### src/altpid_pkg.sv
package altpid_pkg;

  // Field widths
  localparam int ANG_W  = 19;
  localparam int HGT_W  = 32;
  localparam int DT_W   = 17;
  localparam int YAWR_W = 20;
  localparam int THR_W  = 17;
  localparam int IDX_W  = 2;
  localparam int CFG_W  = 32;

  // Datapath widths
  localparam int ACC_W  = 36;
  localparam int COEF_W = 18;
  localparam int PROD_W = HGT_W + COEF_W;
  localparam int MAG_W  = HGT_W + 1;

  // Q16.16 constants; KYA_INT is a plain integer gain
  localparam logic signed [COEF_W-1:0] KPZ = 18'sd1966;
  localparam logic signed [COEF_W-1:0] KIZ = 18'sd52;
  localparam logic signed [COEF_W-1:0] KDZ = 18'sd2621;
  localparam logic signed [ACC_W-1:0]  HOVER = 36'sd38666;
  localparam logic signed [22:0]       KYA_INT = 23'sd6;
  localparam logic signed [22:0]       MAXYAW = 23'sd288358;
  localparam logic signed [ACC_W-1:0]  ONE_Q16 = 36'sd65536;

  typedef enum logic [IDX_W-1:0] {
    REG_ROLL,
    REG_PITCH,
    REG_YAW,
    REG_HEIGHT
  } cfg_reg_t;

  typedef enum logic [3:0] {
    ST_IDLE,
    ST_ERR,
    ST_INTEG_MUL,
    ST_INTEG_ADD,
    ST_DIV,
    ST_P_MUL,
    ST_I_MUL,
    ST_D_MUL,
    ST_SUM,
    ST_WIND
  } state_t;

  typedef struct packed {
    logic             start;
    logic             neg;
    logic [MAG_W-1:0] mag;
    logic [DT_W-1:0]  divisor;
  } div_req_t;

  typedef struct packed {
    logic               done;
    logic signed [31:0] quot;
  } div_rsp_t;

  // Saturate to the signed 32-bit range
  function automatic logic signed [31:0] sat32(input logic signed [ACC_W-1:0] v);
    logic signed [31:0] r;
    if ((&v[ACC_W-1:31]) || !(|v[ACC_W-1:31])) begin
      r = v[31:0];
    end else if (v[ACC_W-1]) begin
      r = 32'sh8000_0000;
    end else begin
      r = 32'sh7FFF_FFFF;
    end
    return r;
  endfunction

  // Floor of a Q16.16 product back to Q16.16
  function automatic logic signed [ACC_W-1:0] sh16(input logic signed [PROD_W-1:0] p);
    logic signed [PROD_W-1:0] s;
    s = p >>> 16;
    return ACC_W'(s);
  endfunction

endpackage

### src/altpid_if.sv
interface altpid_cfg_if;
  logic                             valid;
  logic                             ready;
  logic [altpid_pkg::IDX_W-1:0]     index;
  logic [altpid_pkg::CFG_W-1:0]     data;

  modport source (output valid, index, data, input ready);
  modport sink   (input valid, index, data, output ready);
endinterface

interface altpid_upd_if;
  logic                                 valid;
  logic                                 ready;
  logic                                 action;
  logic signed [altpid_pkg::ANG_W-1:0]  yaw_measured;
  logic signed [altpid_pkg::HGT_W-1:0]  height_measured;
  logic [altpid_pkg::DT_W-1:0]          time_step;

  modport source (output valid, action, yaw_measured, height_measured, time_step,
                  input ready);
  modport sink   (input valid, action, yaw_measured, height_measured, time_step,
                  output ready);
endinterface

interface altpid_cmd_if;
  logic                                 valid;
  logic                                 ready;
  logic signed [altpid_pkg::ANG_W-1:0]  roll_cmd;
  logic signed [altpid_pkg::ANG_W-1:0]  pitch_cmd;
  logic signed [altpid_pkg::YAWR_W-1:0] yaw_rate_cmd;
  logic [altpid_pkg::THR_W-1:0]         throttle_cmd;

  modport source (output valid, roll_cmd, pitch_cmd, yaw_rate_cmd, throttle_cmd,
                  input ready);
  modport sink   (input valid, roll_cmd, pitch_cmd, yaw_rate_cmd, throttle_cmd,
                  output ready);
endinterface

### src/altpid_div.sv
module altpid_div (
  input  logic                 clk,
  input  logic                 rst,
  input  altpid_pkg::div_req_t req,
  output altpid_pkg::div_rsp_t rsp
);
  import altpid_pkg::*;

  // Quotient bits left once the top of the numerator is known below the divisor
  localparam int ITER  = 31;
  localparam int CNT_W = $clog2(ITER);

  logic               busy;
  logic [CNT_W-1:0]   cnt;
  logic [DT_W-1:0]    rem;
  logic [DT_W-1:0]    dvs;
  logic [ITER-1:0]    quo;
  logic               neg;
  logic               done;
  logic signed [31:0] quot;

  logic [DT_W:0]      hi;
  logic               ovf;
  logic [DT_W:0]      trial;
  logic               fits;
  logic [ITER-1:0]    quo_next;

  // Numerator is mag shifted up by 16; bits 48:31 of it are mag[32:15]
  assign hi  = req.mag[MAG_W-1:15];
  assign ovf = hi >= {1'b0, req.divisor};

  always_comb begin
    trial    = {rem, quo[ITER-1]};
    fits     = trial >= {1'b0, dvs};
    quo_next = {quo[ITER-2:0], fits};
  end

  always_ff @(posedge clk) begin
    if (rst) begin
      busy <= 1'b0;
      done <= 1'b0;
    end else begin
      done <= 1'b0;
      if (req.start) begin
        if (req.divisor == '0) begin
          done <= 1'b1;
          quot <= '0;
        end else if (ovf) begin
          done <= 1'b1;
          quot <= req.neg ? 32'sh8000_0000 : 32'sh7FFF_FFFF;
        end else begin
          busy <= 1'b1;
          cnt  <= CNT_W'(ITER - 1);
          rem  <= hi[DT_W-1:0];
          quo  <= {req.mag[14:0], 16'b0};
          dvs  <= req.divisor;
          neg  <= req.neg;
        end
      end else if (busy) begin
        rem <= fits ? DT_W'(trial - {1'b0, dvs}) : trial[DT_W-1:0];
        quo <= quo_next;
        cnt <= cnt - 1'b1;
        if (cnt == '0) begin
          busy <= 1'b0;
          done <= 1'b1;
          quot <= neg ? -$signed({1'b0, quo_next}) : $signed({1'b0, quo_next});
        end
      end
    end
  end

  assign rsp.done = done;
  assign rsp.quot = quot;

endmodule

### src/altitude_pid_yaw_p_controller.sv
// An accepted update word steps through the error, integral, divide, P, I,
// D, sum and wind-up states; the divide runs in full (31 quotient steps of
// the shift-subtract divider) unless the time step is zero or the quotient
// saturates. Throughput: one update at a time; the next word is accepted in
// the cycle after the command word is loaded. A clear word gives no word.
// Reset: setpoints, height integral and previous error clear to zero.
module altitude_pid_yaw_p_controller (
  input  logic         clk,
  input  logic         rst,
  altpid_cfg_if.sink   cfg,
  altpid_upd_if.sink   upd,
  altpid_cmd_if.source cmd
);
  import altpid_pkg::*;

  // Setpoint registers
  logic signed [ANG_W-1:0] roll_sp;
  logic signed [ANG_W-1:0] pitch_sp;
  logic signed [ANG_W-1:0] yaw_sp;
  logic signed [HGT_W-1:0] height_sp;

  // Captured update word
  logic signed [ANG_W-1:0] yaw_m;
  logic signed [HGT_W-1:0] height_m;
  logic [DT_W-1:0]         dt;

  // Controller state and working registers
  state_t                   state;
  state_t                   state_next;
  logic signed [31:0]       integ;
  logic signed [31:0]       prev_err;
  logic signed [31:0]       err;
  logic signed [31:0]       deriv;
  logic signed [YAWR_W-1:0] yaw_rate;
  logic signed [ACC_W-1:0]  acc;
  logic signed [PROD_W-1:0] prod;

  // Output word registers
  logic                     out_valid;
  logic signed [ANG_W-1:0]  roll_out;
  logic signed [ANG_W-1:0]  pitch_out;
  logic signed [YAWR_W-1:0] yaw_out;
  logic [THR_W-1:0]         thr_out;

  // Shared multiplier operands
  logic signed [31:0]       mul_a;
  logic signed [COEF_W-1:0] mul_b;
  logic signed [PROD_W-1:0] mul_p;

  div_req_t div_req;
  div_rsp_t div_rsp;

  logic                     upd_fire;
  logic                     out_free;
  logic signed [ACC_W-1:0]  err_diff;
  logic signed [YAWR_W-1:0] yaw_diff;
  logic signed [22:0]       yaw_x6;
  logic signed [YAWR_W-1:0] yaw_clamped;
  logic signed [31:0]       u;
  logic [THR_W-1:0]         thr;
  logic signed [ACC_W-1:0]  wind;
  logic signed [YAWR_W-1:0] roll_neg;

  assign cfg.ready = 1'b1;
  assign upd.ready = (state == ST_IDLE);
  assign upd_fire  = upd.valid && upd.ready;
  // The output register frees up in the same cycle the sink takes it
  assign out_free  = !out_valid || cmd.ready;

  // Setpoint writes
  always_ff @(posedge clk) begin
    if (rst) begin
      roll_sp   <= '0;
      pitch_sp  <= '0;
      yaw_sp    <= '0;
      height_sp <= '0;
    end else if (cfg.valid) begin
      case (cfg_reg_t'(cfg.index))
        REG_ROLL:   roll_sp   <= cfg.data[ANG_W-1:0];
        REG_PITCH:  pitch_sp  <= cfg.data[ANG_W-1:0];
        REG_YAW:    yaw_sp    <= cfg.data[ANG_W-1:0];
        REG_HEIGHT: height_sp <= cfg.data[HGT_W-1:0];
        default: ;
      endcase
    end
  end

  // Sequencer: next state, multiplier operand select, divider start
  always_comb begin
    state_next = state;
    mul_a      = '0;
    mul_b      = '0;
    div_req    = '0;
    case (state)
      ST_IDLE: begin
        if (upd_fire && !upd.action) begin
          state_next = ST_ERR;
        end
      end
      ST_ERR: begin
        state_next = ST_INTEG_MUL;
      end
      ST_INTEG_MUL: begin
        mul_a      = err;
        mul_b      = $signed({1'b0, dt});
        state_next = ST_INTEG_ADD;
      end
      ST_INTEG_ADD: begin
        div_req.start   = 1'b1;
        div_req.neg     = err_diff[ACC_W-1];
        div_req.mag     = err_diff[ACC_W-1] ? MAG_W'(-err_diff) : MAG_W'(err_diff);
        div_req.divisor = dt;
        state_next      = ST_DIV;
      end
      ST_DIV: begin
        if (div_rsp.done) begin
          state_next = ST_P_MUL;
        end
      end
      ST_P_MUL: begin
        mul_a      = err;
        mul_b      = KPZ;
        state_next = ST_I_MUL;
      end
      ST_I_MUL: begin
        mul_a      = integ;
        mul_b      = KIZ;
        state_next = ST_D_MUL;
      end
      ST_D_MUL: begin
        mul_a      = deriv;
        mul_b      = KDZ;
        state_next = ST_SUM;
      end
      ST_SUM: begin
        state_next = ST_WIND;
      end
      ST_WIND: begin
        // Hold until the previous command word has left
        if (out_free) begin
          state_next = ST_IDLE;
        end
      end
      default: begin
        state_next = ST_IDLE;
      end
    endcase
  end

  always_ff @(posedge clk) begin
    if (rst) begin
      state <= ST_IDLE;
    end else begin
      state <= state_next;
    end
  end

  assign mul_p = mul_a * mul_b;

  // Error difference for the derivative divide
  assign err_diff = ACC_W'(err) - ACC_W'(prev_err);

  // Yaw P loop: six times the heading error, clamped to +/-4.4
  always_comb begin
    yaw_diff = YAWR_W'(yaw_sp) - YAWR_W'(yaw_m);
    yaw_x6   = 23'(yaw_diff) * KYA_INT;
    if (yaw_x6 > MAXYAW) begin
      yaw_clamped = YAWR_W'(MAXYAW);
    end else if (yaw_x6 < -MAXYAW) begin
      yaw_clamped = YAWR_W'(-MAXYAW);
    end else begin
      yaw_clamped = yaw_x6[YAWR_W-1:0];
    end
  end

  // Throttle clamp and back-calculation of the integral
  always_comb begin
    u = sat32(acc);
    if (u < 0) begin
      thr = '0;
    end else if (ACC_W'(u) > ONE_Q16) begin
      thr = THR_W'(ONE_Q16);
    end else begin
      thr = u[THR_W-1:0];
    end
    wind = ACC_W'(integ) - ((ACC_W'(u) - ACC_W'($signed({1'b0, thr}))) <<< 1);
  end

  // Roll passes negated; the most negative setpoint saturates
  always_comb begin
    roll_neg = -YAWR_W'(roll_sp);
  end

  // Datapath
  always_ff @(posedge clk) begin
    prod <= mul_p;
    if (rst) begin
      integ     <= '0;
      prev_err  <= '0;
      out_valid <= 1'b0;
    end else begin
      if (cmd.ready) begin
        out_valid <= 1'b0;
      end
      case (state)
        ST_IDLE: begin
          if (upd_fire) begin
            if (upd.action) begin
              integ    <= '0;
              prev_err <= '0;
            end else begin
              yaw_m    <= upd.yaw_measured;
              height_m <= upd.height_measured;
              dt       <= upd.time_step;
            end
          end
        end
        ST_ERR: begin
          err      <= sat32(ACC_W'(height_sp) - ACC_W'(height_m));
          yaw_rate <= yaw_clamped;
        end
        ST_INTEG_ADD: begin
          integ <= sat32(ACC_W'(integ) + sh16(prod));
        end
        ST_DIV: begin
          if (div_rsp.done) begin
            deriv <= div_rsp.quot;
          end
        end
        ST_P_MUL: begin
          acc <= HOVER;
        end
        ST_I_MUL, ST_D_MUL, ST_SUM: begin
          acc <= acc + sh16(prod);
        end
        ST_WIND: begin
          if (out_free) begin
            integ     <= sat32(wind);
            prev_err  <= err;
            out_valid <= 1'b1;
            roll_out  <= (roll_neg > YAWR_W'(19'sh3FFFF)) ? 19'sh3FFFF
                                                          : roll_neg[ANG_W-1:0];
            pitch_out <= pitch_sp;
            yaw_out   <= yaw_rate;
            thr_out   <= thr;
          end
        end
        default: ;
      endcase
    end
  end

  altpid_div u_div (
    .clk (clk),
    .rst (rst),
    .req (div_req),
    .rsp (div_rsp)
  );

  assign cmd.valid        = out_valid;
  assign cmd.roll_cmd     = roll_out;
  assign cmd.pitch_cmd    = pitch_out;
  assign cmd.yaw_rate_cmd = yaw_out;
  assign cmd.throttle_cmd = thr_out;

endmodule
### src/flat_wrapper.sv
// flat-port wrapper written by rule: the top's interface ports become plain ports
module altitude_pid_yaw_p_controller_flat import altpid_pkg::*;
  (clk, rst, cfg_valid, cfg_index, cfg_data, cfg_ready, upd_valid, upd_action, upd_yaw_measured, upd_height_measured, upd_time_step, upd_ready, cmd_valid, cmd_roll_cmd, cmd_pitch_cmd, cmd_yaw_rate_cmd, cmd_throttle_cmd, cmd_ready);
  altpid_cfg_if cfg_i ();
  altpid_upd_if upd_i ();
  altpid_cmd_if cmd_i ();
  input  logic clk;
  input  logic rst;
  input wire logic [$bits(cfg_i.valid)-1:0] cfg_valid;
  input wire logic [$bits(cfg_i.index)-1:0] cfg_index;
  input wire logic [$bits(cfg_i.data)-1:0] cfg_data;
  output wire logic [$bits(cfg_i.ready)-1:0] cfg_ready;
  input wire logic [$bits(upd_i.valid)-1:0] upd_valid;
  input wire logic [$bits(upd_i.action)-1:0] upd_action;
  input wire logic [$bits(upd_i.yaw_measured)-1:0] upd_yaw_measured;
  input wire logic [$bits(upd_i.height_measured)-1:0] upd_height_measured;
  input wire logic [$bits(upd_i.time_step)-1:0] upd_time_step;
  output wire logic [$bits(upd_i.ready)-1:0] upd_ready;
  output wire logic [$bits(cmd_i.valid)-1:0] cmd_valid;
  output wire logic [$bits(cmd_i.roll_cmd)-1:0] cmd_roll_cmd;
  output wire logic [$bits(cmd_i.pitch_cmd)-1:0] cmd_pitch_cmd;
  output wire logic [$bits(cmd_i.yaw_rate_cmd)-1:0] cmd_yaw_rate_cmd;
  output wire logic [$bits(cmd_i.throttle_cmd)-1:0] cmd_throttle_cmd;
  input wire logic [$bits(cmd_i.ready)-1:0] cmd_ready;
  assign cfg_i.valid = cfg_valid;
  assign cfg_i.index = cfg_index;
  assign cfg_i.data = cfg_data;
  assign cfg_ready = cfg_i.ready;
  assign upd_i.valid = upd_valid;
  assign upd_i.action = upd_action;
  assign upd_i.yaw_measured = upd_yaw_measured;
  assign upd_i.height_measured = upd_height_measured;
  assign upd_i.time_step = upd_time_step;
  assign upd_ready = upd_i.ready;
  assign cmd_valid = cmd_i.valid;
  assign cmd_roll_cmd = cmd_i.roll_cmd;
  assign cmd_pitch_cmd = cmd_i.pitch_cmd;
  assign cmd_yaw_rate_cmd = cmd_i.yaw_rate_cmd;
  assign cmd_throttle_cmd = cmd_i.throttle_cmd;
  assign cmd_i.ready = cmd_ready;
  altitude_pid_yaw_p_controller u_core (.clk(clk), .rst(rst), .cfg(cfg_i), .upd(upd_i), .cmd(cmd_i));
endmodule
### config.mk
export PLATFORM = sky130hd
export DESIGN_NAME = altitude_pid_yaw_p_controller_flat
export DESIGN_NICKNAME = d
export VERILOG_FILES = /design/src/altpid_pkg.sv /design/src/altpid_if.sv /design/src/altpid_div.sv /design/src/altitude_pid_yaw_p_controller.sv /design/src/flat_wrapper.sv
export SDC_FILE = /design/constraint.sdc
export NUM_CORES = 2
export LEC_CHECK = 0
export BUFFER_PORTS_ARGS = -buffer_cell sky130_fd_sc_hd__buf_2
export CORE_ASPECT_RATIO = 0.75
export CORE_UTILIZATION = 45
export CTS_BUF_LIST = sky130_fd_sc_hd__clkbuf_2 sky130_fd_sc_hd__clkbuf_4 sky130_fd_sc_hd__clkbuf_8
export CTS_CLUSTER_SIZE = 24
export DETAILED_ROUTE_END_ITERATION = 10
export PLACE_DENSITY = 0.7
export SETUP_SLACK_MARGIN = 0.02
export SLEW_MARGIN = 10
export SYNTH_ARGS = -nofsm -noshare
export SYNTH_HDL_FRONTEND = slang
export SYNTH_SLANG_ARGS = --single-unit
### constraint.sdc
create_clock -name clk -period 9.9 [get_ports clk]
set_input_delay 0.495 -clock clk [delete_from_list [all_inputs] [get_ports clk]]
set_output_delay 0.495 -clock clk [all_outputs]
set_load 0.03 [all_outputs]
After elaboration in Yosys (flattened, before gate mapping)
Cells that the tools add are included.
Storage, ports and cells
  register bits: 576
  latch bits: 0
  bits in writable memories: 0
  ROM bits: 0
  input port bits: 108
  output and inout bits: 78
  memories: 0
Operators by class
  add/sub/neg operators: 12
  multiply operators: 2
  divide/modulo/power cells: 0
  magnitude comparators: 7
  equal/unequal tests: 20
  shifts and indexed selects: 0
  multiplexer cells: 59
  bitwise logic cells: 4
  reductions and logical operators: 49
Operator list (count)
  two-way mux 32 bit: 19
  case mux 32 bit (3 select lines): 2
  two-way mux 31 bit: 4
  two-way mux 17 bit: 7
  case mux 36 bit (2 select lines): 1
  case mux 17 bit (4 select lines): 1
  subtractor 32 x 32 -> 33 bit: 2
  case mux 32 bit (2 select lines): 1
  two-way mux 52 bit: 1
  multiplier 32 x 18 -> 50 bit: 1
  case mux 4 bit (10 select lines): 1
  adder 36 x 34 -> 36 bit: 1
  greater-or-equal comparator 18 x 17 -> 1 bit: 2
  adder 32 x 34 -> 35 bit: 1
  subtractor 32 x 34 -> 35 bit: 1
  two-way mux 33 bit: 1
  negation 33 bit: 1
  subtractor 32 x 18 -> 33 bit: 1
  greater-than comparator 32 x 18 -> 1 bit, second input constant: 1
  less-than comparator 32 x 1 -> 1 bit, second input constant: 1
  negation 31 -> 32 bit: 1
  AND reduction 4 bit: 6
  greater-than comparator 23 x 20 -> 1 bit, second input constant: 1
  less-than comparator 23 x 20 -> 1 bit, second input constant: 1
  other kinds (35): 94

Logic depth before layout (Yosys ltp)
  depth in word-level cells: 15
  mapped depth: 37
  mapped depth without buffers: 34

By module
From an unflattened synthesis, not the netlist that was laid out.
Unflattened totals
  cells, all modules: 5989
  area total of the unflattened synthesis: 53831.6 um^2
Modules (own cells, without submodules)
  altitude_pid_yaw_p_controller: instances 1, cells an instance 5382, area each 47480.5 um^2, sequential area each 11681.2 um^2
  altpid_div: instances 1, cells an instance 607, area each 6351.1 um^2, sequential area each 3133.0 um^2

Worst setup path after synthesis
No wires, ideal clock.
  path kind: flip-flop to flip-flop
  start: register u_core.acc[31]
  end: register u_core.integ[30]
  library setup time: 86 ps
  data arrival time: 8343 ps
  required time: 9814 ps
  slack: 1471 ps
  stages on the path, launching flop included: 37
  path through: edfxtp_1 > or4_1 > o22ai_1 > nor2_1 > clkbuf_1 > a21o_1 > or4_1 > nor3_1 > o21a_1 > clkbuf_1 > o21ai_0 > ha_1 > a21boi_0 > o21ai_0 > a21oi_1 > a2111oi_0 > nor2_1 > o31a_1 > o21ai_1 > nand2_1 > xnor2_1 > o21ai_0 > ha_1 > and4_1 > and4_1 > inv_1 > a2111oi_0 > o211ai_1 > a21oi_1 > mux2i_1 > o211ai_1 > a21o_1 > nand2_1 > clkbuf_1 > clkbuf_1 > o21ai_0 > a211oi_1
Between the ends
  cells in the longest elaborated chain, start to end: 15
RTL lines
  start: declaration: line altitude_pid_yaw_p_controller.sv:35  | logic signed [ACC_W-1:0] acc;
  start signal: assignment: line altitude_pid_yaw_p_controller.sv:234  | acc <= acc + sh16(prod);
  OR reduction 5 bit: line altpid_pkg.sv:62  | if ((&v[ACC_W-1:31]) || !(|v[ACC_W-1:31])) begin
  zero test 1 bit: line altpid_pkg.sv:62
  logical OR 1 bit: line altpid_pkg.sv:62
  two-way mux 32 bit (*): line altpid_pkg.sv:62
  greater-than comparator 32 x 18 -> 1 bit: line altitude_pid_yaw_p_controller.sv:181  | end else if (ACC_W'(u) > ONE_Q16) begin
  two-way mux 17 bit: line altitude_pid_yaw_p_controller.sv:181
  two-way mux 17 bit: line altitude_pid_yaw_p_controller.sv:179  | if (u < 0) begin
  subtractor 32 x 18 -> 33 bit (*): line altitude_pid_yaw_p_controller.sv:186  | wind = ACC_W'(integ) - ((ACC_W'(u) - ACC_W'($signed({1'b0, thr}))) <<< 1);
  subtractor 32 x 34 -> 35 bit (*): line altitude_pid_yaw_p_controller.sv:186
  OR reduction 5 bit: line altpid_pkg.sv:62
  zero test 1 bit: line altpid_pkg.sv:62
  logical OR 1 bit: line altpid_pkg.sv:62
  two-way mux 32 bit (*): line altpid_pkg.sv:62
  two-way mux 32 bit (*): line altitude_pid_yaw_p_controller.sv:237  | if (out_free) begin
  case mux 32 bit (3 select lines) (*): line altitude_pid_yaw_p_controller.sv:205  | case (state)
  end signal: assignment: line altitude_pid_yaw_p_controller.sv:223  | integ <= sat32(ACC_W'(integ) + sh16(prod));
  end signal: assignment: line altitude_pid_yaw_p_controller.sv:238  | integ <= sat32(wind);
  end: declaration: line altitude_pid_yaw_p_controller.sv:30  | logic signed [31:0] integ;
Every way passes the cells marked *; elsewhere a longest branch is shown, timed or not. The select of a mux whose other input is x is not followed.
A chain may end at the register's enable or synchronous reset.

Worst setup path in the final report
  start: register u_core.state[1]
  end: register u_core.prod[42]
Between the ends
  cells in the longest elaborated chain, start to end: 4
RTL lines
  start: declaration: line altitude_pid_yaw_p_controller.sv:28  | state_t state;
  start signal: assignment: line altitude_pid_yaw_p_controller.sv:154  | state <= state_next;
  equality test 4 x 2 -> 1 bit / equality test 4 x 3 -> 1 bit (equally long branches): line altitude_pid_yaw_p_controller.sv:94  | case (state)
  OR reduction 2 bit (no source line)
  case mux 32 bit (3 select lines): line altitude_pid_yaw_p_controller.sv:94
  multiplier 32 x 18 -> 50 bit (*): line altitude_pid_yaw_p_controller.sv:158  | assign mul_p = mul_a * mul_b;
  named net u_core.mul_p[42]: line altitude_pid_yaw_p_controller.sv:48  | logic signed [PROD_W-1:0] mul_p;
  end signal: assignment: line altitude_pid_yaw_p_controller.sv:196  | prod <= mul_p;
  end: declaration: line altitude_pid_yaw_p_controller.sv:36  | logic signed [PROD_W-1:0] prod;
Mark *: on every way through the listed nets, which the timed path passes. The rest lies on a longest branch.

==> impl_metrics.env <==
export IMPL_io_buffers=183
export IMPL_die_area_um2=118000
export IMPL_p_per_area_nw_per_um2=112
export IMPL_place_detailed_hpwl_um=122000
export IMPL_yosys_top_cells_area="edfxtp_1, fa_1, ha_1"
export IMPL_synth_largest_area_cell="edfxtp_1"
export IMPL_grt_ovfl_total=0
export IMPL_grt_pass1_vias=41800
export IMPL_io_pins=186
export IMPL_layout_min_cycle_time_ns=9.33
export IMPL_cts_root_buf="clkbuf_8"
export IMPL_cap_violations=0
export IMPL_final_hold_violation_count=0
export IMPL_cpPeakStageDelay_ns=0.62
export IMPL_gp_congestion=0.979
export IMPL_async_flop_share_pct=0
export IMPL_worst_slew_pin_slew_ns=1.17
export IMPL_routed_via_density=5.62
export IMPL_critical_path_top_delay_family="adder cells"
export IMPL_yosys_area_top_type_share_pct=20.9
export IMPL_netlist_area_um2=52300
export IMPL_cts_buffers=91
export IMPL_clock_fmax_ghz=0.107
export IMPL_regToRegSetupSlack_ns=0.57
export IMPL_ys_seq_area_share_pct=28.3
export IMPL_peakVddDrop_v=0.000128
export IMPL_num_vias=43000
export IMPL_cp_arrival_ns=10.04
export IMPL_initial_core_util_pct=45.7
export IMPL_power_leakage_nw=25.2
export IMPL_die_x_um=396
export IMPL_drc=0
export IMPL_rows=107
export IMPL_crit_path_max_fanout=15
export IMPL_yosys_top_cells_count="nand2_1, inv_1, fa_1"
export IMPL_fin_util_pct=50.8
export IMPL_core_um2=114000
export IMPL_clock_sinks=558
export IMPL_drv_slew=0
export IMPL_rsz0062_at_grt="false"
export IMPL_synth_nets=6839
export IMPL_syn_avg_cell_area_um2=9.01
export IMPL_drive_gt1_share_pct=7.96
export IMPL_start_kind="flip-flop"
export IMPL_cts_path_max_buffers=3
export IMPL_yosysWarnings=0
export IMPL_place_inst=7375
export IMPL_final_cells=7646
export IMPL_synth_cell_types=81
export IMPL_setup_viol=0
export IMPL_grt_max_degree=88
export IMPL_ant_nets=0
export IMPL_drt_pass1_iterations=8
export IMPL_path_class="reg -> reg"
export IMPL_dr_first_iter_drc_count=4049
export IMPL_min_path_type="in -> reg"
export IMPL_crit_buf_inv=7
export IMPL_slowest_stage="dfxtp_1"
export IMPL_cts_max_level=3
export IMPL_synth_ff_type="edfxtp_1"
export IMPL_synth_seq_cells=558
export IMPL_cts_tree="done"
export IMPL_cpMostUsedCell="fa_1"
export IMPL_nNetsFinal=7071
export IMPL_postSynthCellCount=5811
export IMPL_required_ns=10.61
export IMPL_wl_per_cell_um=20.2
export IMPL_antenna_found_initial=11
export IMPL_die_h_um=297
export IMPL_fin_crit_sh_pct=94.2
export IMPL_drt_wl_total_um=154000
export IMPL_status="finished, final reports clean"
export IMPL_path_clk_slew_ns=0.08
export IMPL_yosysMostFrequentCell="nand2_1"
export IMPL_area_delta_synth_final_pct=11.0
export IMPL_maxSlewHeadroom_pct=21.6
export IMPL_end_kind="flip-flop"
export IMPL_grt_pass1_wl_um=241000
export IMPL_tns_ns=0
export IMPL_clkLatencyLatePin_ns=0.79
export IMPL_finClkSkew_ns=0.0607
export IMPL_synth_edf_count=364
export IMPL_track_usage_pct=26.1
-- worst reg2reg max path, delay by kind of cell (launching register included) --
| family | cells | cell delay, ns |
|---|---|---|
| AOI/OAI and AO/OA | 8 | 2.15 |
| xor gates and xnor gates | 1 | 0.16 |
| adders and majority gates | 7 | 3.42 |
| buffers and inverters | 7 | 0.96 |
| DFF | 1 | 0.62 |
| and+or+nand+nor | 8 | 1.95 |
-- report_power, final --
| part | total [mW] | switching, mW | internal (mW) |
|---|---|---|---|
| clock network | 2.29 | 1.05 | 1.24 |
| logic | 1.57 | 0.982 | 0.584 |
| registers | 2.68 | 0.116 | 2.56 |
| total | 6.54 | 2.15 | 4.39 |
-- sequential cells by signal (all words and copies together) (netlist names), 4 cells and up --
register	flops
u_core.acc	36
u_core.cmd.pitch_cmd	19
u_core.cmd.roll_cmd	19
u_core.cmd.throttle_cmd	17
u_core.cmd.yaw_rate_cmd	19
u_core.deriv	32
u_core.dt	17
u_core.err	32
u_core.height_m	32
u_core.height_sp	32
u_core.integ	32
u_core.pitch_sp	19
u_core.prev_err	32
u_core.prod	34
u_core.roll_sp	19
u_core.state	4
u_core.u_div.cnt	5
u_core.u_div.dvs	17
u_core.u_div.quo	31
u_core.u_div.quot	32
u_core.u_div.rem	17
u_core.yaw_m	19
u_core.yaw_rate	19
u_core.yaw_sp	19
-- layout by cell type (no fill, tap or decap), types with 43 or more instances in the layout --
| cell | netlist | layout |
|---|---|---|
| nor3_1 | 62 | 57 |
| a211oi_1 | 57 | 57 |
| xor2_1 | 146 | 146 |
| buf_2 | 4 | 182 |
| nor2_1 | 510 | 505 |
| ha_1 | 392 | 392 |
| nand2b_1 | 63 | 63 |
| o21ai_0 | 230 | 230 |
| edfxtp_1 | 364 | 364 |
| a22oi_1 | 65 | 65 |
| nand2_1 | 843 | 843 |
| a21o_1 | 127 | 127 |
| dfxtp_1 | 194 | 194 |
| buf_4 | 3 | 77 |
| a21oi_1 | 384 | 377 |
| clkbuf_8 | 0 | 105 |
| inv_1 | 770 | 770 |
| o21a_1 | 43 | 43 |
| xnor2_1 | 160 | 160 |
| nor2b_1 | 46 | 44 |
| and2_1 | 71 | 71 |
| nand3_1 | 61 | 61 |
| dlygate4sd3_1 | 0 | 99 |
| fa_1 | 528 | 528 |
-- cell families after synthesis --
group           count (synthesis)  share of synthesized area, %
xor+xnor                      306                          5.12
simple gates                 1826                          15.2
buf+inv                       990                          7.13
fa+ha+maj                     923                          29.6
other cells                     2                        0.0143
mux                            11                         0.218
compound gates               1195                          14.3
flops                         558                          28.3
-- through the flow --
stage,hold slack [ns],setup slack [ns],area (um^2),total power [mW]
final,0.0748,0.573,58100,6.54
after detailed placement,0.405,0.528,55000,4.22
after floorplan,0.400,1.47,52300,3.76
after global routing,0.0364,0.0750,58100,6.84
after CTS,0.00413,0.461,58100,6.55
after global placement,0.402,0.467,55000,4.20
-- what timing repair did --
item	in CTS	in global routing
resized for setup	0	2
setup buffers	0	2
hold buffers	99	0
setup endpoints to repair	0	26
endpoints found under the hold margin	149	0
-- area by class of cell --
type | count | area, um^2
Antenna cell | 1 | 2.50
Clock buffer | 136 | 1680
Clock inverter | 33 | 369
Fill cell | 10500 | 56400
Inverter | 770 | 2890
Multi-Input combinational cell | 4263 | 33900
Sequential cell | 558 | 14800
Tap cell | 1526 | 1910
Timing Repair Buffer | 359 | 2490
-- metal layers --
layer,share of wire (%),global-route usage [%]
met3,9.7,6.11
met4,3.2,8.01
met2,43,38.4
met5,0.030,0
met1,45,37.9
-- worst paths after layout --
path | startpoint | endpoint | cells past startpoint
min | cfg_data[1] | u_core.pitch_sp[1] | 3
min reg2reg | u_core.u_div.quot[18] | u_core.deriv[18] | 0
max | u_core.state[1] | u_core.prod[42] | 31
max reg2reg | u_core.state[1] | u_core.prod[42] | 31
Note: power is estimated with default switching activity, not from simulation.
